===== src/hdl/pbi_pkg.sv =====
// Shared types and constants for the pairwise barycentric interpolator.
// No dependencies; every other file in hdl/ imports this package.
`default_nettype none

package pbi_pkg;

  localparam int GRID_SIDE        = 256;
  localparam int ENTRY_BITS       = 16;
  localparam int WEIGHT_FRAC_BITS = 15;
  localparam int TRI_VERTS        = 3;

  localparam int MODE_W   = 2;
  localparam int IDX_W    = 8;
  localparam int WEIGHT_W = 16;
  localparam int VALUE_W  = 16;
  localparam int RESULT_W = 16;

  localparam int VERT_W    = $clog2(TRI_VERTS);
  localparam int MEM_DEPTH = GRID_SIDE * GRID_SIDE;
  localparam int ADDR_W    = $clog2(MEM_DEPTH);
  localparam int WW_W      = 2 * WEIGHT_W;
  localparam int PROD_W    = WW_W + 1 + ENTRY_BITS;
  localparam int ACC_W     = PROD_W + 4;
  localparam int SHIFT     = 2 * WEIGHT_FRAC_BITS;

  typedef enum logic [MODE_W-1:0] {
    MODE_LOAD  = 2'd0,
    MODE_ROW   = 2'd1,
    MODE_QUERY = 2'd2
  } mode_e;

  typedef enum logic [1:0] {
    ST_IDLE,
    ST_RUN,
    ST_DRAIN
  } ctrl_state_e;

  typedef struct packed {
    logic                  we;
    logic [ADDR_W-1:0]     addr;
    logic [ENTRY_BITS-1:0] wdata;
  } mem_req_t;

  typedef struct packed {
    logic                vld;
    logic                first;
    logic                last;
    logic                zero;
    logic [WEIGHT_W-1:0] row_w;
    logic [WEIGHT_W-1:0] col_w;
  } term_t;

endpackage

`default_nettype wire


===== src/hdl/pbi_mac.sv =====
// Term pipeline: weight product, entry product, accumulate, shift and saturate.
// Depends on pbi_pkg; the entry arrives from pbi_matrix_ram in the cycle after issue.
`default_nettype none

module pbi_mac (
  input  wire logic                          clk_i,
  input  wire logic                          rst_ni,
  input  wire pbi_pkg::term_t                term_i,
  input  wire logic [pbi_pkg::ENTRY_BITS-1:0] entry_i,
  input  wire logic                          res_take_i,
  output logic                               res_valid_o,
  output logic [pbi_pkg::RESULT_W-1:0]       result_o
);
  import pbi_pkg::*;

  // stage 1: weight product, aligned with the memory read
  logic            s1_vld_q, s1_first_q, s1_last_q, s1_zero_q;
  logic [WW_W-1:0] ww_q;
  // stage 2: entry product
  logic                     s2_vld_q, s2_first_q, s2_last_q;
  logic signed [PROD_W-1:0] prod_q;
  // stage 3: accumulator
  logic signed [ACC_W-1:0]  acc_q;
  logic                     res_valid_q;

  logic signed [ENTRY_BITS-1:0] entry;
  logic signed [ACC_W-1:0]      shifted;
  logic                         no_ovf;

  always_ff @(posedge clk_i or negedge rst_ni) begin
    if (!rst_ni) begin
      s1_vld_q    <= 1'b0;
      s1_first_q  <= 1'b0;
      s1_last_q   <= 1'b0;
      s1_zero_q   <= 1'b0;
      s2_vld_q    <= 1'b0;
      s2_first_q  <= 1'b0;
      s2_last_q   <= 1'b0;
      res_valid_q <= 1'b0;
    end else begin
      s1_vld_q   <= term_i.vld;
      s1_first_q <= term_i.first;
      s1_last_q  <= term_i.last;
      s1_zero_q  <= term_i.zero;
      s2_vld_q   <= s1_vld_q;
      s2_first_q <= s1_first_q;
      s2_last_q  <= s1_last_q;
      if (s2_vld_q && s2_last_q) begin
        res_valid_q <= 1'b1;
      end else if (res_take_i) begin
        res_valid_q <= 1'b0;
      end
    end
  end

  assign entry = s1_zero_q ? '0 : $signed(entry_i);

  always_ff @(posedge clk_i) begin
    ww_q   <= WW_W'(term_i.row_w) * WW_W'(term_i.col_w);
    prod_q <= PROD_W'($signed({1'b0, ww_q})) * PROD_W'(entry);
    if (s2_vld_q) begin
      acc_q <= s2_first_q ? ACC_W'(prod_q) : acc_q + ACC_W'(prod_q);
    end
  end

  // floor shift, then saturate to the entry width
  assign shifted = acc_q >>> SHIFT;
  assign no_ovf  = (&shifted[ACC_W-1:ENTRY_BITS-1]) || !(|shifted[ACC_W-1:ENTRY_BITS-1]);

  always_comb begin
    if (no_ovf) begin
      result_o = RESULT_W'(shifted[ENTRY_BITS-1:0]);
    end else if (shifted[ACC_W-1]) begin
      result_o = RESULT_W'({1'b1, {(ENTRY_BITS-1){1'b0}}});
    end else begin
      result_o = RESULT_W'({1'b0, {(ENTRY_BITS-1){1'b1}}});
    end
  end

  assign res_valid_o = res_valid_q;

endmodule

`default_nettype wire


===== config.mk =====
export PLATFORM = sky130hd
export DESIGN_NAME = pbi_mac
export DESIGN_NICKNAME = d
export VERILOG_FILES = /design/src/hdl/pbi_pkg.sv /design/src/hdl/pbi_mac.sv
export SDC_FILE = /design/constraint.sdc
export NUM_CORES = 2
export LEC_CHECK = 0
export BUFFER_PORTS_ARGS = -buffer_cell sky130_fd_sc_hd__buf_2
export CAP_MARGIN = 20
export CORE_MARGIN = 4
export CORE_UTILIZATION = 69
export CTS_CLUSTER_SIZE = 40
export DETAILED_ROUTE_END_ITERATION = 8
export PLACE_DENSITY = 0.87
export SLEW_MARGIN = 20
export SYNTH_ARGS = -nofsm -noshare
export SYNTH_HDL_FRONTEND = slang
export SYNTH_SLANG_ARGS = --single-unit

===== constraint.sdc =====
create_clock -name clk_i -period 10.8 [get_ports clk_i]
set_input_delay 1.62 -clock clk_i [delete_from_list [all_inputs] [get_ports clk_i]]
set_output_delay 1.62 -clock clk_i [all_outputs]
set_load 0.005 [all_outputs]

==> flow_metrics.env <==
export IMPL_finClkSkew_ns=0.01421
export IMPL_drt_iter0_markers=2120
export IMPL_yosys_top_cells_area="fa_1, ha_1, inv_1"
export IMPL_yosysTopAreaCellShare_pct=37.90
export IMPL_vias=25030
export IMPL_fmax_ghz=0.1213
export IMPL_syn_nets=4641
export IMPL_cts_root_buffer="clkbuf_16"
export IMPL_grt_max_degree=55
export IMPL_rsz0062_at_grt="false"
export IMPL_grt_usage_pct=32.43
export IMPL_synth_area_um2=32380
export IMPL_overflow=0
export IMPL_grt_pass1_wl_mm=132.2
export IMPL_startpoint_type="primary input"
export IMPL_multi_input_area_um2=25540
export IMPL_yosysSeqAreaShare_pct=10.54
export IMPL_cts_resized=0
export IMPL_place_area_um2=33080
export IMPL_drt_total_wl_mm=78.73
export IMPL_fin_nets=4589
export IMPL_synth_cell_types=74
export IMPL_synth_ff_type="dfxtp_1"
export IMPL_ctsLongestPathBuffers=2
export IMPL_placementRows=79
export IMPL_period_needed_ns=8.246
export IMPL_drc=0
export IMPL_synth_edf_count=53
export IMPL_postSynthAreaPerCell_um2=8.839
export IMPL_finalInstanceArea_um2=33680
export IMPL_clk_pin_slew_ns=0.07
export IMPL_critPathBufInv=6
export IMPL_critPathMaxStageDelay_ns=0.60
export IMPL_crit_path_frequent_cell="fa_1"
export IMPL_cts_setup_buffers=0
export IMPL_vias_per_cell=5.917
export IMPL_core_area_um2=46460
export IMPL_place_gp_congestion=0.9365
export IMPL_setup_tns_ns=0
export IMPL_drt_pass1_iter_count=8
export IMPL_crit_arrival_ns=8.58
export IMPL_ant_nets=0
export IMPL_crit_path_end_kind="flop"
export IMPL_worstSetupPathType="in -> reg"
export IMPL_io_buffers=71
export IMPL_critPathCapture="prod_q[48]"
export IMPL_synthArstFlopShare_pct=5.634
export IMPL_drive_gt1_share_pct=4.801
export IMPL_hpwl_mm=62.05
export IMPL_die_h_um=224.6
export IMPL_layout_worst_path_cycle_share_pct=76.35
export IMPL_run_status="finished, final reports clean"
export IMPL_finalHoldViolations=0
export IMPL_crit_fanout=17
export IMPL_numCtsBuffers=17
export IMPL_r2r_cells=25
export IMPL_clock_sinks=142
export IMPL_routedWlPerCell_um=18.61
export IMPL_cp_depth=25
export IMPL_antenna_found_initial=0
export IMPL_crit_start="entry_i[4]"
export IMPL_reg2reg_slack_ns=3.11
export IMPL_tritoncts="done"
export IMPL_tightest_slew_ns=0.9714
export IMPL_synth_area_leader_cell="fa_1"
export IMPL_hold_class="reg -> reg"
export IMPL_slew_headroom_pct=35.11
export IMPL_hold_start="s1_last_q"
export IMPL_setup_viol=0
export IMPL_area_growth_pct=4.023
export IMPL_pin_count=72
export IMPL_synthCells=3663
export IMPL_slew_violations=0
export IMPL_antenna_cells=0
export IMPL_grt_pass1_vias=26800
export IMPL_clk_latency_ns=0.46
export IMPL_ys_ff_latch=142
export IMPL_ff_latch_area_um2=3416
export IMPL_worstReg2RegStart="s1_zero_q"
export IMPL_h_tree_depth=4
export IMPL_start_util_pct=69.70
export IMPL_reg2reg_to="prod_q[48]"
export IMPL_critPathRequiredTime_ns=11.13
export IMPL_ctsHoldBuffers=0
export IMPL_fillCellCount=3263
export IMPL_die_area_um2=50450
export IMPL_ys_warn_count=0
export IMPL_cap_violations=0
export IMPL_crit_family="adder cells"
export IMPL_die_w_um=224.6
export IMPL_crit_slowest_cell="nor2b_2"
[sequential cells by signal, indices dropped and copies added, names as in the netlist]
name and flops:
s2_first_q 1, acc_q 53, s2_vld_q 1, s1_first_q 1, s1_vld_q 1, s1_zero_q 1
ww_q 32, s2_last_q 1, res_valid_o 1, s1_last_q 1, prod_q 49
[metrics by stage]
step	util (%)	hold slack, ns	instances	setup slack, ns
after detailed placement	71.20	0.3358	4198	2.145
after floorplan	-	0.3312	3663	3.023
after CTS	72.47	0.3520	4230	2.628
after global placement	71.19	0.3332	4198	2.042
after global routing	72.50	0.3581	4231	2.282
final	72.50	0.3492	4231	2.554
[layout by cell type (no fill, tap or decap), drive strengths merged, types with 7 or more instances in the layout]
cell type  netlist  layout
xor2            41      41
o211ai          10      10
a211oi          15      15
dfrtp            8       8
nand3           23      23
clkbuf         152      18
or2             16      16
a21oi          119     119
nand2          541     541
ha             310     310
and3            16      16
nand4           27      27
inv            769     779
fa             613     613
o21a            12      12
nand2b          15      15
a21o            93      93
nor2            82      82
o21ai          103     103
xnor2           76      76
dfxtp           81      81
nor2b           28      28
edfxtp          53      53
a311oi           7       7
o21bai          18      18
nor3            11      11
buf              7      88
a31oi           15      15
and2           318     318
[routing by layer]
metal | vias to the layer above | part of all wire (%) | global-route usage, %
met1 | 12260 | 38 | 41.75
li1 | 11120 | - | -
met2 | 1398 | 47 | 53.61
met4 | 0 | 4.5 | 13.89
met3 | 263 | 10 | 7.126
met5 | - | 0 | 0
[how the worst min path moves through the flow]
stage | end | depth (start not counted)
6_report | s2_last_q | 0
5_1_grt | s2_last_q | 0
4_1_cts | s2_last_q | 0
3_5_place_dp | s2_last_q | 0
3_3_place_gp | s2_last_q | 0
2_1_floorplan | s2_first_q | 0
[cell families (layout without fill, tap and decap cells)]
logic type	after synthesis	after routing	synth area share, %
AOI/OAI and AO/OA	450	450	9.151
adders and majority gates	923	923	49.88
buffers and inverters	929	890	10.79
DFF	142	142	10.54
muxes	4	4	0.1352
and+or+nand+nor	1098	1098	16.34
xor gates and xnor gates	117	117	3.165
[final cells by class]
class | count | area share [%]
timing repair buffer | 88 | 1.434
inverter | 770 | 8.581
sequential | 142 | 10.14
tap | 607 | 2.255
multi-input combinational | 2592 | 75.84
clock buffer | 18 | 1.337
clock inverter | 14 | 0.4123
[cells in the mapped netlist, drive strengths merged (16+ instances only)]
| cell | number |
|---|---|
| inv | 769 |
| fa | 613 |
| nand2 | 541 |
| and2 | 318 |
| ha | 310 |
| clkbuf | 152 |
| a21oi | 119 |
| o21ai | 103 |
| a21o | 93 |
| nor2 | 82 |
| dfxtp | 81 |
| xnor2 | 76 |
| edfxtp | 53 |
| xor2 | 41 |
| nor2b | 28 |
| nand4 | 27 |
| nand3 | 23 |
| o21bai | 18 |
| and3 | 16 |
| or2 | 16 |
Power is not shown: default switching activity piles up to over one toggle a cycle in this logic, so the estimate is an artifact.
