<file path="config.mk">
export PLATFORM = sky130hd
export DESIGN_NAME = pbi_ctrl
export DESIGN_NICKNAME = d
export VERILOG_FILES = /design/src/hdl/pbi_pkg.sv /design/src/hdl/pbi_ctrl.sv
export SDC_FILE = /design/constraint.sdc
export NUM_CORES = 1
export LEC_CHECK = 0
export BUFFER_PORTS_ARGS = -buffer_cell sky130_fd_sc_hd__buf_4
export CAP_MARGIN = 20
export CORE_UTILIZATION = 45
export DETAILED_ROUTE_END_ITERATION = 10
export PLACE_DENSITY = 0.69
export SLEW_MARGIN = 20
export SYNTH_ARGS = -nofsm -noshare
export SYNTH_HDL_FRONTEND = slang
export SYNTH_SLANG_ARGS = --single-unit
</file>
<file path="constraint.sdc">
create_clock -name clk_i -period 4.61 [get_ports clk_i]
set_clock_uncertainty 0.2 [all_clocks]
set_input_delay 0.922 -clock clk_i [delete_from_list [all_inputs] [get_ports clk_i]]
set_output_delay 0.922 -clock clk_i [all_outputs]
set_load 0.05 [all_outputs]
</file>
<file path="src/hdl/pbi_pkg.sv">
// Shared types and constants for the pairwise barycentric interpolator.
// No dependencies; every other file in hdl/ imports this package.
`default_nettype none

package pbi_pkg;

  localparam int GRID_SIDE        = 256;
  localparam int ENTRY_BITS       = 16;
  localparam int WEIGHT_FRAC_BITS = 15;
  localparam int TRI_VERTS        = 3;

  localparam int MODE_W   = 2;
  localparam int IDX_W    = 8;
  localparam int WEIGHT_W = 16;
  localparam int VALUE_W  = 16;
  localparam int RESULT_W = 16;

  localparam int VERT_W    = $clog2(TRI_VERTS);
  localparam int MEM_DEPTH = GRID_SIDE * GRID_SIDE;
  localparam int ADDR_W    = $clog2(MEM_DEPTH);
  localparam int WW_W      = 2 * WEIGHT_W;
  localparam int PROD_W    = WW_W + 1 + ENTRY_BITS;
  localparam int ACC_W     = PROD_W + 4;
  localparam int SHIFT     = 2 * WEIGHT_FRAC_BITS;

  typedef enum logic [MODE_W-1:0] {
    MODE_LOAD  = 2'd0,
    MODE_ROW   = 2'd1,
    MODE_QUERY = 2'd2
  } mode_e;

  typedef enum logic [1:0] {
    ST_IDLE,
    ST_RUN,
    ST_DRAIN
  } ctrl_state_e;

  typedef struct packed {
    logic                  we;
    logic [ADDR_W-1:0]     addr;
    logic [ENTRY_BITS-1:0] wdata;
  } mem_req_t;

  typedef struct packed {
    logic                vld;
    logic                first;
    logic                last;
    logic                zero;
    logic [WEIGHT_W-1:0] row_w;
    logic [WEIGHT_W-1:0] col_w;
  } term_t;

endpackage

`default_nettype wire

</file>
<file path="src/hdl/pbi_ctrl.sv">
// Input sequencer: loads, row triangle registers, nine-read query walk.
// Depends on pbi_pkg; drives the matrix store port and the term pipeline.
`default_nettype none

module pbi_ctrl (
  input  wire logic                          clk_i,
  input  wire logic                          rst_ni,
  input  wire logic                          in_valid_i,
  output logic                               in_stall_o,
  input  wire logic [pbi_pkg::MODE_W-1:0]    mode_i,
  input  wire logic [pbi_pkg::IDX_W-1:0]     index_0_i,
  input  wire logic [pbi_pkg::IDX_W-1:0]     index_1_i,
  input  wire logic [pbi_pkg::IDX_W-1:0]     index_2_i,
  input  wire logic [pbi_pkg::WEIGHT_W-1:0]  weight_0_i,
  input  wire logic [pbi_pkg::WEIGHT_W-1:0]  weight_1_i,
  input  wire logic [pbi_pkg::WEIGHT_W-1:0]  weight_2_i,
  input  wire logic [pbi_pkg::VALUE_W-1:0]   value_i,
  input  wire logic                          res_take_i,
  output pbi_pkg::mem_req_t                  mem_req_o,
  output pbi_pkg::term_t                     term_o
);
  import pbi_pkg::*;

  localparam logic [VERT_W-1:0] LAST_VERT = VERT_W'(TRI_VERTS - 1);

  ctrl_state_e state_q, state_d;
  logic [VERT_W-1:0] ra_q, cb_q;

  logic [IDX_W-1:0]    row_idx_q [TRI_VERTS];
  logic [WEIGHT_W-1:0] row_w_q   [TRI_VERTS];
  logic [IDX_W-1:0]    col_idx_q [TRI_VERTS];
  logic [WEIGHT_W-1:0] col_w_q   [TRI_VERTS];

  logic        accept, walk_end, load_ok, vert_ok;
  mode_e       mode;
  logic [IDX_W-1:0] row_sel, col_sel;

  assign mode     = mode_e'(mode_i);
  assign accept   = in_valid_i && (state_q == ST_IDLE);
  assign walk_end = (ra_q == LAST_VERT) && (cb_q == LAST_VERT);
  assign load_ok  = (32'(index_0_i) < GRID_SIDE) && (32'(index_1_i) < GRID_SIDE);
  assign row_sel  = row_idx_q[ra_q];
  assign col_sel  = col_idx_q[cb_q];
  assign vert_ok  = (32'(row_sel) < GRID_SIDE) && (32'(col_sel) < GRID_SIDE);

  // next state
  always_comb begin
    state_d = state_q;
    case (state_q)
      ST_IDLE: begin
        if (accept && (mode == MODE_QUERY)) state_d = ST_RUN;
      end
      ST_RUN: begin
        if (walk_end) state_d = ST_DRAIN;
      end
      ST_DRAIN: begin
        if (res_take_i) state_d = ST_IDLE;
      end
      default: state_d = ST_IDLE;
    endcase
  end

  // outputs
  always_comb begin
    in_stall_o   = (state_q != ST_IDLE);
    term_o.vld   = (state_q == ST_RUN);
    term_o.first = (ra_q == '0) && (cb_q == '0);
    term_o.last  = walk_end;
    term_o.zero  = !vert_ok;
    term_o.row_w = row_w_q[ra_q];
    term_o.col_w = col_w_q[cb_q];
    mem_req_o.wdata = ENTRY_BITS'($signed(value_i));
    if (accept && (mode == MODE_LOAD) && load_ok) begin
      mem_req_o.we   = 1'b1;
      mem_req_o.addr = ADDR_W'(32'(index_0_i) * GRID_SIDE + 32'(index_1_i));
    end else begin
      mem_req_o.we   = 1'b0;
      mem_req_o.addr = ADDR_W'(32'(row_sel) * GRID_SIDE + 32'(col_sel));
    end
  end

  always_ff @(posedge clk_i or negedge rst_ni) begin
    if (!rst_ni) begin
      state_q <= ST_IDLE;
      ra_q    <= '0;
      cb_q    <= '0;
      for (int i = 0; i < TRI_VERTS; i++) begin
        row_idx_q[i] <= '0;
        row_w_q[i]   <= '0;
      end
    end else begin
      state_q <= state_d;
      if (accept && (mode == MODE_QUERY)) begin
        ra_q <= '0;
        cb_q <= '0;
      end else if (state_q == ST_RUN) begin
        if (cb_q == LAST_VERT) begin
          cb_q <= '0;
          ra_q <= walk_end ? '0 : ra_q + 1'b1;
        end else begin
          cb_q <= cb_q + 1'b1;
        end
      end
      if (accept && (mode == MODE_ROW)) begin
        row_idx_q[0] <= index_0_i;
        row_idx_q[1] <= index_1_i;
        row_idx_q[2] <= index_2_i;
        row_w_q[0]   <= weight_0_i;
        row_w_q[1]   <= weight_1_i;
        row_w_q[2]   <= weight_2_i;
      end
    end
  end

  // hold the column triangle for the walk
  always_ff @(posedge clk_i) begin
    if (accept && (mode == MODE_QUERY)) begin
      col_idx_q[0] <= index_0_i;
      col_idx_q[1] <= index_1_i;
      col_idx_q[2] <= index_2_i;
      col_w_q[0]   <= weight_0_i;
      col_w_q[1]   <= weight_1_i;
      col_w_q[2]   <= weight_2_i;
    end
  end

endmodule

`default_nettype wire

</file>
==> results.py <==
metrics = {
    "clock_tree": {
        "clk_latency_ns": 0.41,
        "htreeDepth": 4,
        "cts_setup_buffers": 0,
        "cts_tree": "done",
        "cts_root_buf": "clkbuf_16",
        "ctsHoldBuffers": 0,
        "cts_buffers": 17,
        "numClockSinks": 150,
        "clkTransAtPathRegs_ns": 0.06,
        "clk_path_buf_depth": 2,
        "cts_resized": 0,
    },
    "place": {
        "globalplace.congestion": 0.738,
        "hpwlAfterDp_um": 8790,
        "placed_area_um2": 7780,
        "placedCellCount": 725,
        "io_buffers": 130,
    },
    "cells_and_area": {
        "mostFrequentLayoutCells": "137 x buf_4, 79 x mux2_4, 75 x dfrtp_1",
        "diodes": 0,
        "nFillCells": 1199,
        "fin_nets": 655,
        "area_growth_pct": 22.3,
        "drive_above_1_share": 0.456,
        "multi_input_area_um2": 2360,
        "final_cell_area_um2": 8430,
        "final_common_cell": "buf_4",
        "seqCellArea_um2": 4120,
        "stdcell_count": 758,
    },
    "route": {
        "drc": 0,
        "drt_iter0_drc": 250,
        "routed_wl_um": 14100,
        "antenna_left": 0,
        "post_drt_via_cell_ratio": 5.21,
        "drt_pass1_iterations": 4,
        "routedWlPerCell_um": 18.5,
        "num_vias": 3948,
    },
    "setup_path": {
        "cp.arrival_ns": 2.30,
        "cp-endpoint": "mem_req_o[22]",
        "path_max_fanout": 30,
        "critPathTopFamily": "flip-flops",
        "rrSetupSlack_ns": 2.26,
        "required_ns": 3.49,
        "crit_slowest_cell": "dfrtp_2",
        "slowest_delay_ns": 0.99,
        "crit_chain": "mux2i_1, o21ai_0, mux2_2, buf_4",
        "crit_cells": 4,
        "start_kind": "register",
        "reg2reg_depth": 3,
        "critPathKind": "reg2out",
        "r2r_end": "col_idx_q[0][3]",
        "setup.worst_path.start": "cb_q[0]",
        "path_buf_inv": 1,
        "worstReg2RegStart": "state_q[0]",
        "endpoint_kind": "output pin",
    },
    "yosys": {
        "synth_warnings": 0,
        "synth_area_um2": 6900,
        "ys_types": 29,
        "yosysSeqAreaShare": 0.597,
        "syn_area_per_cell_um2": 15.3,
        "ys_seq_elements": 150,
        "syn_inst": 450,
        "synth_nets": 544,
    },
    "min_path": {
        "worstHoldPathType": "reg2reg",
        "min_from": "row_w_q[36]",
    },
    "timing": {
        "setup_viol": 0,
        "fin_crit_sh": 0.743,
        "tightestPinTransition_ns": 0.960,
        "max_clock_freq_ghz": 0.292,
        "slew_violations": 0,
        "fin_crit_ns": 3.42,
        "maxSlewHeadroom": 0.360,
        "final_hold_viol_count": 0,
        "rsz0062_at_grt": "no",
        "fin_setup_tns_ns": 0,
    },
    "status": {
        "status": "completed",
    },
    "floorplan": {
        "core_area_um2": 14800,
        "die_y_um": 126,
        "die_area_um2": 15800,
        "start_util": 0.467,
        "rows": 44,
        "die_x_um": 126,
        "io_pins": 164,
    },
    "grt": {
        "grt_overflow": 0,
        "grt_max_degree": 79,
        "grt_pass1_wl_um": 22300,
        "grt_usage": 0.186,
        "grt_pass1_vias": 4109,
        "antenna_found_initial": 0,
    },
    "pwr": {
        "cellPowerDensity_nw_per_um2": 764,
        "ir_drop_uv": 484,
        "leakage_nw": 3.74,
    },
    "flow_run": {
        "max_cap_violations": 0,
    },
}
## stage by stage
| step | utilization | total power [mW] | hold slack [ns] | setup WS, ns |
|---|---|---|---|---|
| 5_1_grt | 0.572 | 6.72 | 0.318 | 1.06 |
| 4_1_cts | 0.571 | 6.49 | 0.309 | 1.14 |
| 2_1_floorplan | - | 4.25 | 0.279 | 0.725 |
| 6_report | 0.572 | 6.44 | 0.306 | 1.19 |
| 3_5_place_dp | 0.527 | 4.97 | 0.292 | 1.34 |
| 3_3_place_gp | 0.527 | 4.92 | 0.290 | 1.36 |
## registers in the layout (all words and copies together) (netlist names)
| name | flops |
|---|---|
| row_idx_q | 24 |
| ra_q | 2 |
| row_w_q | 48 |
| col_idx_q | 24 |
| state_q | 2 |
| col_w_q | 48 |
| cb_q | 2 |
## cell families after synthesis
logic type | share of synthesized area
and+or+nand+nor | 0.0390
DFF | 0.597
other | 0.000544
muxes | 0.259
buffers and inverters | 0.0613
AOI/OAI and AO/OA | 0.0432
## routing by layer
metal  vias to the layer above  track usage  share of wire
met4                         0       0.0737          0.016
met3                        27       0.0658          0.077
li1                       1829            -              -
met5                         -            0              0
met1                      1963        0.246           0.46
met2                       129        0.282           0.45
## layout make-up
type,instances,area share
sequential,150,0.488
multi-input combinational,249,0.280
timing repair buffer,140,0.127
clock buffer,21,0.0546
tap,184,0.0273
clock inverter,11,0.0211
inverter,3,0.00134
## report_power, final
group | internal (mW) | leakage [nW] | total, mW | switching, mW
Clock | 0.980 | 0.307 | 1.49 | 0.510
Sequential | 1.78 | 1.60 | 2.10 | 0.318
Combinational | 1.19 | 1.83 | 2.86 | 1.67
Total | 3.94 | 3.74 | 6.44 | 2.50
## worst min path at each step
stage	slack, ns	cells past startpoint	endpoint
finish	0.31	1	row_w_q[36]
global route	0.32	1	row_w_q[15]
CTS	0.31	1	row_w_q[18]
detailed placement	0.29	1	row_w_q[36]
global placement	0.29	1	row_w_q[18]
floorplan	0.28	1	row_w_q[18]
## Yosys cell counts
library cell	number	area share
nor2_1	5	0.0027
nand2_1	42	0.023
inv_1	3	0.0016
buf_6	3	0.0049
and4b_1	1	0.0015
buf_2	10	0.0073
o2bb2ai_1	8	0.010
mux2_2	9	0.015
nor2b_1	1	0.00091
buf_4	22	0.024
a21oi_1	2	0.0015
and4bb_2	2	0.0036
and4bb_1	1	0.0018
a32o_1	1	0.0015
conb_1	1	0.00054
dfrtp_1	78	0.28
mux2_4	79	0.17
o21bai_1	1	0.0011
nor4_1	1	0.00091
o21ai_0	40	0.029
or3_1	1	0.00091
mux2i_1	50	0.073
buf_12	7	0.020
clkbuf_1	6	0.0033
edfxtp_1	72	0.31
nand2b_1	1	0.00091
nor3_1	1	0.00073
nand4b_1	1	0.0013
nor2_2	1	0.00091
(Power assumes the default switching activity.)
